$ cat config.mk
export PLATFORM = sky130hd
export DESIGN_NAME = rnse_ctrl
export DESIGN_NICKNAME = d
export VERILOG_FILES = /design/src/design/rnse_pkg.sv /design/src/design/rnse_ctrl.sv
export VERILOG_INCLUDE_DIRS = /design/src /design/src/design
export SDC_FILE = /design/constraint.sdc
export NUM_CORES = 1
export LEC_CHECK = 0
export ABC_AREA = 1
export BUFFER_PORTS_ARGS = -buffer_cell sky130_fd_sc_hd__clkbuf_2
export CAP_MARGIN = 40
export CORE_MARGIN = 4
export CORE_UTILIZATION = 50
export CTS_CLUSTER_SIZE = 24
export DETAILED_ROUTE_END_ITERATION = 10
export PLACE_DENSITY = 0.75
export SLEW_MARGIN = 20
export SYNTH_ARGS = -nofsm -noshare
export SYNTH_HDL_FRONTEND = slang
export SYNTH_SLANG_ARGS = --single-unit
$ cat constraint.sdc
create_clock -name aclk -period 5.6 [get_ports aclk]
set_clock_uncertainty 0.05 [all_clocks]
set_input_delay 1.12 -clock aclk [delete_from_list [all_inputs] [get_ports aclk]]
set_output_delay 1.12 -clock aclk [all_outputs]
set_load 0.01 [all_outputs]
$ cat src/design/assert_macros.svh
// Assertion macros shared by the RRT extend block
`ifndef ASSERT_MACROS_SVH
`define ASSERT_MACROS_SVH

// Property that must hold at every clock edge out of reset
`define RNSE_CHECK(lbl, expr, msg) \
    lbl: assert property (@(posedge aclk) disable iff (!aresetn) (expr)) \
        else $error(msg);

// Same-cycle implication
`define RNSE_IMPLY(lbl, ante, cons, msg) \
    lbl: assert property (@(posedge aclk) disable iff (!aresetn) (ante) |-> (cons)) \
        else $error(msg);

`endif

$ cat src/design/rnse_pkg.sv
// Types, constants and codes shared by the RRT extend block
package rnse_pkg;

    localparam int MAX_NODES_DEF  = 1024;
    localparam int COORD_BITS_DEF = 16;

    localparam int STEP_W    = 15;              // step_length and goal_radius width
    localparam int IDX_OUT_W = 10;              // reported index width
    localparam int Q_W       = STEP_W;          // scaled step quotient width
    localparam int QBW       = $clog2(Q_W);     // quotient bit pointer width
    localparam int CFG_IDX_W = 3;

    localparam logic [STEP_W-1:0] STEP_RST   = STEP_W'(256);
    localparam logic [STEP_W-1:0] RADIUS_RST = STEP_W'(128);

    // Input item kinds
    typedef enum logic [1:0] {
        ACT_EXTEND  = 2'd0,
        ACT_REJECT  = 2'd1,
        ACT_RESTART = 2'd2
    } act_t;

    // Configuration register indexes
    typedef enum logic [CFG_IDX_W-1:0] {
        REG_STEP   = 3'd0,
        REG_RADIUS = 3'd1,
        REG_GOAL_X = 3'd2,
        REG_GOAL_Y = 3'd3,
        REG_GOAL_Z = 3'd4,
        REG_ROOT_X = 3'd5,
        REG_ROOT_Y = 3'd6,
        REG_ROOT_Z = 3'd7
    } cfg_reg_t;

    // Controller states
    typedef enum logic [3:0] {
        ST_IDLE,
        ST_SEARCH,
        ST_SDRAIN,
        ST_NRD,
        ST_NCAP,
        ST_MSQ,
        ST_TGT,
        ST_CAND,
        ST_TEST,
        ST_NEXT,
        ST_WRITE,
        ST_GOAL,
        ST_GWAIT,
        ST_EMIT,
        ST_RJCAP
    } state_t;

    // Commands from controller to datapath
    typedef struct packed {
        logic           cap;      // capture sample fields
        logic           rd_en;    // node store read
        logic           srch;     // read belongs to the nearest search
        logic           ncap;     // capture nearest node and direction
        logic           msq;      // square one direction component, clear quotient
        logic           tgt;      // form quotient target
        logic           cand;     // form trial value for one quotient bit
        logic           test;     // keep or drop that bit
        logic           store;    // finish one coordinate of the new point
        logic           wr;       // write new point to the store
        logic           ld_mem;   // new point from the store read
        logic           ld_root;  // new point from the root registers
        logic           goal;     // start the goal distance test
        logic           emit;     // load the result register
        logic           full;     // result reports a full store
        logic [1:0]     ax;       // axis in work
        logic [QBW-1:0] bitn;     // quotient bit in work
    } cmd_t;

endpackage

$ cat src/design/rnse_ctrl.sv
// Sequencer for the RRT extend block: search, steer, rewrite and result hand-off
`include "assert_macros.svh"

module rnse_ctrl #(
    parameter int MAX_NODES = rnse_pkg::MAX_NODES_DEF
) (
    input  logic                         aclk,
    input  logic                         aresetn,
    input  logic                         s_tvalid,
    output logic                         s_tready,
    input  logic [1:0]                   s_action,
    output logic                         m_tvalid,
    input  logic                         m_tready,
    output rnse_pkg::cmd_t               cmd,
    output logic [$clog2(MAX_NODES)-1:0] rd_addr,
    output logic [$clog2(MAX_NODES)-1:0] wr_addr,
    output logic [$clog2(MAX_NODES)-1:0] out_idx,
    output logic [$clog2(MAX_NODES)-1:0] out_par,
    input  logic [$clog2(MAX_NODES)-1:0] near_idx
);
    import rnse_pkg::*;

    localparam int AW  = $clog2(MAX_NODES);
    localparam int CNW = $clog2(MAX_NODES + 1);
    localparam logic [CNW-1:0] CNT_MAX = CNW'(MAX_NODES);

    state_t         state_reg, state_next;
    logic [AW-1:0]  cnt_reg, cnt_next;
    logic [1:0]     wt_reg, wt_next;
    logic [1:0]     ax_reg, ax_next;
    logic [QBW-1:0] bit_reg, bit_next;
    logic [CNW-1:0] count_reg, count_next;
    logic [AW-1:0]  lp_reg, lp_next;
    logic [AW-1:0]  wa_reg, wa_next;
    logic [AW-1:0]  oidx_reg, oidx_next;
    logic [AW-1:0]  opar_reg, opar_next;
    logic           wrf_reg, wrf_next;
    logic           full_reg, full_next;
    logic           mv_reg, mv_next;

    logic [AW-1:0]  last_k;
    logic [AW-1:0]  rj_par;

    // State and control registers
    always_ff @(posedge aclk) begin
        if (!aresetn) begin
            state_reg <= ST_IDLE;
            cnt_reg   <= '0;
            wt_reg    <= '0;
            ax_reg    <= '0;
            bit_reg   <= '0;
            count_reg <= CNW'(1);
            lp_reg    <= '0;
            wa_reg    <= '0;
            oidx_reg  <= '0;
            opar_reg  <= '0;
            wrf_reg   <= 1'b0;
            full_reg  <= 1'b0;
            mv_reg    <= 1'b0;
        end else begin
            state_reg <= state_next;
            cnt_reg   <= cnt_next;
            wt_reg    <= wt_next;
            ax_reg    <= ax_next;
            bit_reg   <= bit_next;
            count_reg <= count_next;
            lp_reg    <= lp_next;
            wa_reg    <= wa_next;
            oidx_reg  <= oidx_next;
            opar_reg  <= opar_next;
            wrf_reg   <= wrf_next;
            full_reg  <= full_next;
            mv_reg    <= mv_next;
        end
    end

    // Reject target: last node and its parent
    assign last_k = AW'(count_reg - CNW'(1));
    assign rj_par = (lp_reg < last_k) ? lp_reg : '0;

    // Next state and commands
    always_comb begin
        state_next = state_reg;
        cnt_next   = cnt_reg;
        wt_next    = wt_reg;
        ax_next    = ax_reg;
        bit_next   = bit_reg;
        count_next = count_reg;
        lp_next    = lp_reg;
        wa_next    = wa_reg;
        oidx_next  = oidx_reg;
        opar_next  = opar_reg;
        wrf_next   = wrf_reg;
        full_next  = full_reg;
        mv_next    = mv_reg;
        cmd        = '0;
        cmd.ax     = ax_reg;
        cmd.bitn   = bit_reg;
        cmd.full   = full_reg;
        rd_addr    = cnt_reg;
        s_tready   = 1'b0;

        // result register drains independently of the sequencer
        if (mv_reg && m_tready) begin
            mv_next = 1'b0;
        end

        case (state_reg)
            ST_IDLE: begin
                s_tready = 1'b1;
                if (s_tvalid) begin
                    cmd.cap   = 1'b1;
                    full_next = 1'b0;
                    case (act_t'(s_action))
                        ACT_EXTEND: begin
                            if (count_reg == CNT_MAX) begin
                                full_next  = 1'b1;
                                oidx_next  = '0;
                                opar_next  = '0;
                                state_next = ST_EMIT;
                            end else begin
                                cnt_next   = '0;
                                state_next = ST_SEARCH;
                            end
                        end
                        ACT_REJECT: begin
                            cmd.rd_en = 1'b1;
                            if (count_reg <= CNW'(1)) begin
                                rd_addr   = '0;
                                wrf_next  = 1'b0;
                                oidx_next = '0;
                                opar_next = '0;
                            end else begin
                                rd_addr   = rj_par;
                                wrf_next  = 1'b1;
                                wa_next   = last_k;
                                oidx_next = last_k;
                                opar_next = rj_par;
                            end
                            state_next = ST_RJCAP;
                        end
                        ACT_RESTART: begin
                            cmd.ld_root = 1'b1;
                            count_next  = CNW'(1);
                            lp_next     = '0;
                            wa_next     = '0;
                            oidx_next   = '0;
                            opar_next   = '0;
                            state_next  = ST_WRITE;
                        end
                        default: begin
                            state_next = ST_IDLE;
                        end
                    endcase
                end
            end
            // one stored node read per cycle
            ST_SEARCH: begin
                cmd.rd_en = 1'b1;
                cmd.srch  = 1'b1;
                rd_addr   = cnt_reg;
                if (CNW'(cnt_reg) == count_reg - CNW'(1)) begin
                    wt_next    = '0;
                    state_next = ST_SDRAIN;
                end else begin
                    cnt_next = cnt_reg + AW'(1);
                end
            end
            // let the distance pipeline empty
            ST_SDRAIN: begin
                wt_next = wt_reg + 2'd1;
                if (wt_reg == 2'd2) begin
                    state_next = ST_NRD;
                end
            end
            ST_NRD: begin
                cmd.rd_en  = 1'b1;
                rd_addr    = near_idx;
                state_next = ST_NCAP;
            end
            ST_NCAP: begin
                cmd.ncap   = 1'b1;
                ax_next    = '0;
                state_next = ST_MSQ;
            end
            ST_MSQ: begin
                cmd.msq    = 1'b1;
                state_next = ST_TGT;
            end
            ST_TGT: begin
                cmd.tgt    = 1'b1;
                bit_next   = QBW'(Q_W - 1);
                state_next = ST_CAND;
            end
            ST_CAND: begin
                cmd.cand   = 1'b1;
                state_next = ST_TEST;
            end
            ST_TEST: begin
                cmd.test = 1'b1;
                if (bit_reg == '0) begin
                    state_next = ST_NEXT;
                end else begin
                    bit_next   = bit_reg - QBW'(1);
                    state_next = ST_CAND;
                end
            end
            ST_NEXT: begin
                cmd.store = 1'b1;
                if (ax_reg == 2'd2) begin
                    wa_next    = AW'(count_reg);
                    oidx_next  = AW'(count_reg);
                    opar_next  = near_idx;
                    lp_next    = near_idx;
                    count_next = count_reg + CNW'(1);
                    state_next = ST_WRITE;
                end else begin
                    ax_next    = ax_reg + 2'd1;
                    state_next = ST_MSQ;
                end
            end
            ST_RJCAP: begin
                cmd.ld_mem = 1'b1;
                state_next = wrf_reg ? ST_WRITE : ST_GOAL;
            end
            ST_WRITE: begin
                cmd.wr     = 1'b1;
                state_next = ST_GOAL;
            end
            ST_GOAL: begin
                cmd.goal   = 1'b1;
                wt_next    = '0;
                state_next = ST_GWAIT;
            end
            ST_GWAIT: begin
                wt_next = wt_reg + 2'd1;
                if (wt_reg == 2'd1) begin
                    state_next = ST_EMIT;
                end
            end
            ST_EMIT: begin
                if (!mv_reg || m_tready) begin
                    cmd.emit   = 1'b1;
                    mv_next    = 1'b1;
                    state_next = ST_IDLE;
                end
            end
            default: begin
                state_next = ST_IDLE;
            end
        endcase
    end

    assign m_tvalid = mv_reg;
    assign wr_addr  = wa_reg;
    assign out_idx  = oidx_reg;
    assign out_par  = opar_reg;

    `RNSE_CHECK(a_count_range, (count_reg >= CNW'(1)) && (count_reg <= CNT_MAX), "node count out of range")
    `RNSE_IMPLY(a_full_emit, cmd.emit && full_reg, count_reg == CNT_MAX, "full flag without full store")
    `RNSE_IMPLY(a_search_addr, state_reg == ST_SEARCH, CNW'(cnt_reg) < count_reg, "search past last node")

endmodule

==> report_table.html <==
<table>
<tr><th>Metric</th><th>Value</th></tr>
<tr><th colspan="2">Power and ir drop</th></tr>
<tr><td>Sum of internal, switching and leakage power</td><td>between 2 and 3 mW</td></tr>
<tr><td>Switching share of power</td><td>48.73%</td></tr>
<tr><td>Pwr dens</td><td>~460 mW/mm²</td></tr>
<tr><td>Cell-internal power</td><td>between 1 and 1.5 mW</td></tr>
<tr><td>Power share of the clock group</td><td>about 15%</td></tr>
<tr><td>Leakage</td><td>2.712 nW</td></tr>
<tr><td>Part of the power in registers</td><td>roughly 30%</td></tr>
<tr><td>Worst vdd ir</td><td>268.2 µV</td></tr>
<tr><td>Net switching power</td><td>approximately 1.3 mW</td></tr>
<tr><td>Fraction of power consumed by combinational cells</td><td>a little over half</td></tr>
<tr><th colspan="2">Worst setup path</th></tr>
<tr><td>Endpoint required time on the critical path</td><td>around 4.4 ns</td></tr>
<tr><td>Critical path capture point type</td><td>output pin</td></tr>
<tr><td>Largest stage delay, worst path</td><td>0.48 ns</td></tr>
<tr><td>Critical path arrival</td><td>around 3.5 ns</td></tr>
<tr><td>Buf/Inv on CP</td><td>3</td></tr>
<tr><td>Max Fanout on Critical Path</td><td>20</td></tr>
<tr><td>Crit path top cell by count</td><td>nand2_1</td></tr>
<tr><td>Startpoint types</td><td>flip-flop</td></tr>
<tr><td>Crit path max-delay family</td><td>simple AND/OR/NAND/NOR gates</td></tr>
<tr><td>Worst setup path class</td><td>reg -&gt; out</td></tr>
<tr><td>Worst-path cell with the longest stage delay</td><td>dfxtp_1</td></tr>
<tr><td>Critical Path, Cell by Cell</td><td>inv_1 -&gt; ha_1 -&gt; nand2_2 -&gt; nand2_1 -&gt; nand2_2 -&gt; inv_1 -&gt; ha_1 -&gt; nand2_1 -&gt; nor2_1 -&gt; o21ai_0 -&gt; nand2_1 -&gt; nand2_1 -&gt; nand2_1 -&gt; o21ai_1 -&gt; nand2_1 -&gt; nand2_1 -&gt; nand2_1 -&gt; nand2_1 -&gt; nand2_1 -&gt; nand2_1 -&gt; clkbuf_2</td></tr>
<tr><th colspan="2">Route</th></tr>
<tr><td>Pre-Repair DR Iteration Count</td><td>5</td></tr>
<tr><td>Post-detailed-route count of antenna-violating nets</td><td>0</td></tr>
<tr><td>DRC marker count from the first detailed-route iteration</td><td>397</td></tr>
<tr><td>Count of unresolved DRC violations after routing</td><td>0</td></tr>
<tr><td>Post-DR vias/cell</td><td>around 5.4</td></tr>
<tr><td>Number of vias in the routed layout</td><td>roughly 5600</td></tr>
<tr><td>Routed len/inst</td><td>between 15 and 20 µm</td></tr>
<tr><td>Post-detailed-routing wire length</td><td>roughly 16 mm</td></tr>
<tr><th colspan="2">Placement</th></tr>
<tr><td>Detailed-placement wirelength estimate</td><td>11.62 mm</td></tr>
<tr><td>Count of input and output buffers</td><td>78</td></tr>
<tr><td>Instance count after placement with tap cells included</td><td>slightly above 1000</td></tr>
<tr><td>Final estimated routing congestion in global placement</td><td>0.9527</td></tr>
<tr><th colspan="2">Clock network</th></tr>
<tr><td>Hold buffer count at cts</td><td>0</td></tr>
<tr><td>CTS tree</td><td>built</td></tr>
<tr><td>Clk sinks</td><td>76</td></tr>
<tr><td>Setup bufs post-CTS</td><td>0</td></tr>
<tr><td>Clock buffers created by TritonCTS</td><td>9</td></tr>
<tr><td>Clk root buf</td><td>clkbuf_8</td></tr>
<tr><td>Buffer levels on the longest clock path</td><td>2</td></tr>
<tr><td>Resized Gates After CTS</td><td>0</td></tr>
<tr><td>Clock latency on the worst-skew pair</td><td>between 0.3 and 0.4 ns</td></tr>
<tr><td>H-tree Lvls</td><td>3</td></tr>
<tr><td>Clock slew seen by the registers of the worst setup and hold paths</td><td>~0.090 ns</td></tr>
<tr><th colspan="2">Floorplan</th></tr>
<tr><td>Standard cell core area</td><td>about 0.010 mm²</td></tr>
<tr><td>Area of the die</td><td>about 0.012 mm²</td></tr>
<tr><td>Initial core utilization</td><td>51.22%</td></tr>
<tr><td>Die width</td><td>110.8 µm</td></tr>
<tr><td>Die Height</td><td>110.8 µm</td></tr>
<tr><td>Num ports</td><td>roughly 80</td></tr>
<tr><td>Floorplan row count</td><td>37</td></tr>
<tr><th colspan="2">Layout</th></tr>
<tr><td>Layout cells sized above 1</td><td>roughly 16%</td></tr>
<tr><td>Fillcell total</td><td>between 1000 and 1500</td></tr>
<tr><td>Area growth from synthesis to final layout</td><td>11.88%</td></tr>
<tr><td>Sequential Area</td><td>around 0.0015 mm²</td></tr>
<tr><td>Post-route insts no fill</td><td>about 1000</td></tr>
<tr><td>Antenna Cells</td><td>0</td></tr>
<tr><td>Layout Nets</td><td>between 900 and 1000</td></tr>
<tr><td>Post-layout util</td><td>between 50% and 60%</td></tr>
<tr><td>Area of combinational cells with multiple inputs</td><td>~0.0031 mm²</td></tr>
<tr><td>Max FFs per register</td><td>11</td></tr>
<tr><th colspan="2">Logic synthesis</th></tr>
<tr><td>Library cell with the largest summed area after synthesis</td><td>dfxtp_1</td></tr>
<tr><td>Number of flip-flops and latches in the synthesized netlist</td><td>76</td></tr>
<tr><td>Mapped cell area</td><td>around 0.0053 mm²</td></tr>
<tr><td>Synth Area in Simple Gates</td><td>~34%</td></tr>
<tr><td>Share of the yosys chip area belonging to registers</td><td>28.77%</td></tr>
<tr><td>Number of instances in the synthesized netlist</td><td>around 840</td></tr>
<tr><td>Top post-synthesis cells by area</td><td>dfxtp_1 (29%), nand2_1 (11%), nor2_1 (8.3%)</td></tr>
<tr><td>Share of the synthesized netlist area taken by xor and xnor gates</td><td>1.988%</td></tr>
<tr><td>Combinational family with the most area after synthesis</td><td>simple AND/OR/NAND/NOR gates</td></tr>
<tr><td>Syn avg cell area</td><td>6.287 µm²</td></tr>
<tr><td>Arithmetic-cell share of the synthesized area counting full adders, half adders and majority gates</td><td>4.733%</td></tr>
<tr><td>Synthesized netlist net count</td><td>approximately 880</td></tr>
<tr><td>Compound-gate portion of the synthesized area</td><td>18.55%</td></tr>
<tr><td>Mux contribution to synthesized area</td><td>0%</td></tr>
<tr><td>Netlist cell types</td><td>43</td></tr>
<tr><td>Top cell type's share of synthesized area</td><td>around 29%</td></tr>
<tr><td>Synth warn</td><td>0</td></tr>
<tr><th colspan="2">STA</th></tr>
<tr><td>RSZ-0062 raised after global routing</td><td>no</td></tr>
<tr><td>Minimum hold slack</td><td>0.4388 ns</td></tr>
<tr><td>Max transition margin</td><td>a little over half</td></tr>
<tr><td>Highest attainable clock frequency</td><td>about 210 MHz</td></tr>
<tr><td>Minimum clock period after layout</td><td>4.701 ns</td></tr>
<tr><td>Final hold viol count</td><td>0</td></tr>
<tr><td>Final setup fails</td><td>0</td></tr>
<tr><td>Setup Total Neg Slack</td><td>0 ns</td></tr>
<tr><td>Final critical-path share of the clock period</td><td>83.95%</td></tr>
<tr><td>Slew at the pin with the worst max-slew slack</td><td>a little under 0.7 ns</td></tr>
<tr><td>Max-slew violation total from the final report</td><td>0</td></tr>
<tr><th colspan="2">GRT</th></tr>
<tr><td>Via count of the first global-routing pass</td><td>~5000</td></tr>
<tr><td>Global routing met1 resource utilization</td><td>a little over a third</td></tr>
<tr><td>Global-route wire length before repair</td><td>roughly 25 mm</td></tr>
<tr><td>GR Layer Usage met2</td><td>approximately 37%</td></tr>
<tr><td>Global-route met3 utilization</td><td>4.585%</td></tr>
<tr><td>Largest net degree at the start of global routing</td><td>47</td></tr>
<tr><td>Total track usage</td><td>roughly a quarter</td></tr>
<tr><td>Gr ovfl total</td><td>0</td></tr>
<tr><td>GRT Max-Usage Layer</td><td>met2</td></tr>
<tr><td>Antenna violations before repair</td><td>0</td></tr>
<tr><th colspan="2">Run status</th></tr>
<tr><td>Outcome</td><td>finished clean</td></tr>
<tr><th colspan="2">Job</th></tr>
<tr><td>Max-cap viol count</td><td>0</td></tr>
<tr><th colspan="2">Worst hold path</th></tr>
<tr><td>Path type of the worst min-delay path</td><td>reg -&gt; reg</td></tr>
</table>
## cell families (layout without fill, tap and decap cells)
family | after synthesis | after routing
adders and majority gates | 20 | 20
DFF | 76 | 76
and+or+nand+nor | 402 | 402
buffers and inverters | 155 | 218
AOI/OAI and AO/OA | 176 | 176
xor gates and xnor gates | 12 | 12
## power groups by stage
stage | Sequential [mW] | Clock, mW | Combinational [mW]
global placement | 0.827 | 0 | 1.48
finish | 0.818 | 0.423 | 1.50
CTS | 0.818 | 0.429 | 1.48
floorplan | 0.870 | 0 | 1.05
global route | 0.843 | 0.449 | 1.68
detailed placement | 0.829 | 0 | 1.47
## routing by layer
layer	vias to the layer above	wire length, µm	part of all wire [%]
li1	2855	-	-
met5	-	0	0
met1	2489	7340	47
met4	0	430	2.7
met3	38	1173	7.5
met2	238	6704	43
## placed cells by master (no fill, tap or decap), types with 2 or more instances in the layout
cell type	n
o21a_1	4
ha_1	20
a211oi_1	11
o21ai_0	56
nor3_1	9
nor4_1	4
buf_4	3
dfxtp_1	76
clkinv_1	2
a22oi_1	3
nand2_1	154
inv_2	9
a31oi_1	6
o21ai_1	7
nor3b_1	2
nand2_4	2
clkbuf_8	10
nand4_1	16
xor2_1	12
nor2_1	117
nand2_2	13
nor2_4	6
a21oi_1	79
nand3_1	69
nor2_2	6
inv_1	110
clkbuf_2	79
## worst min-delay path, cell delays in order, from the launching register on
cell	delay, ns
dfxtp_1	0.33
nor2_1	0.04
nor2_1	0.08
## worst paths after layout
| kind | start | end | slack, ns | depth (start not counted) |
|---|---|---|---|---|
| setup / recovery | count_reg[0] | rd_addr[1] | 0.90 | 21 |
| hold reg to reg | out_idx[9] | out_idx[9] | 0.44 | 2 |
| hold / removal | out_idx[9] | out_idx[9] | 0.44 | 2 |
| setup reg to reg | count_reg[0] | out_par[3] | 2.44 | 18 |
## final cells by class
cell class | instances | area share (%)
multi-input cells | 610 | 53.00
well taps | 136 | 2.876
repair buffers | 83 | 7.530
clock buffers | 10 | 2.327
flip-flops and latches | 76 | 25.72
inverters | 121 | 7.678
clock inverters | 4 | 0.8672
## synthesized netlist by cell type
| library cell | number |
|---|---|
| a211oi_1 | 11 |
| a21oi_1 | 79 |
| a21oi_2 | 1 |
| a22oi_1 | 3 |
| a31oi_1 | 6 |
| buf_1 | 1 |
| buf_2 | 9 |
| buf_4 | 4 |
| buf_6 | 3 |
| clkbuf_1 | 17 |
| clkinv_1 | 2 |
| dfxtp_1 | 76 |
| ha_1 | 20 |
| inv_1 | 110 |
| inv_2 | 9 |
| nand2_1 | 154 |
| nand2_2 | 13 |
| nand2_4 | 2 |
| nand3_1 | 69 |
| nand3_2 | 1 |
| nand4_1 | 16 |
| nor2_1 | 117 |
| nor2_2 | 6 |
| nor2_4 | 6 |
| nor3_1 | 9 |
| nor3_2 | 1 |
| nor3_4 | 1 |
| nor3b_1 | 2 |
| nor4_1 | 4 |
| o2111ai_1 | 1 |
| o211a_1 | 1 |
| o211ai_1 | 1 |
| o21a_1 | 4 |
| o21ai_0 | 56 |
| o21ai_1 | 7 |
| o21ai_2 | 1 |
| o21bai_1 | 1 |
| o21bai_4 | 1 |
| o22ai_1 | 1 |
| o31ai_2 | 1 |
| o32ai_1 | 1 |
| or2_2 | 1 |
| xor2_1 | 12 |
## per-stage QoR
| stage | setup WS [ns] | area, µm² |
|---|---|---|
| floorplan | 1.975 | 5288 |
| global placement | 1.412 | 5687 |
| detailed placement | 1.326 | 5694 |
| CTS | 0.9191 | 5883 |
| global route | 0.5078 | 5916 |
| finish | 0.8988 | 5916 |
(Power assumes the default switching activity.)
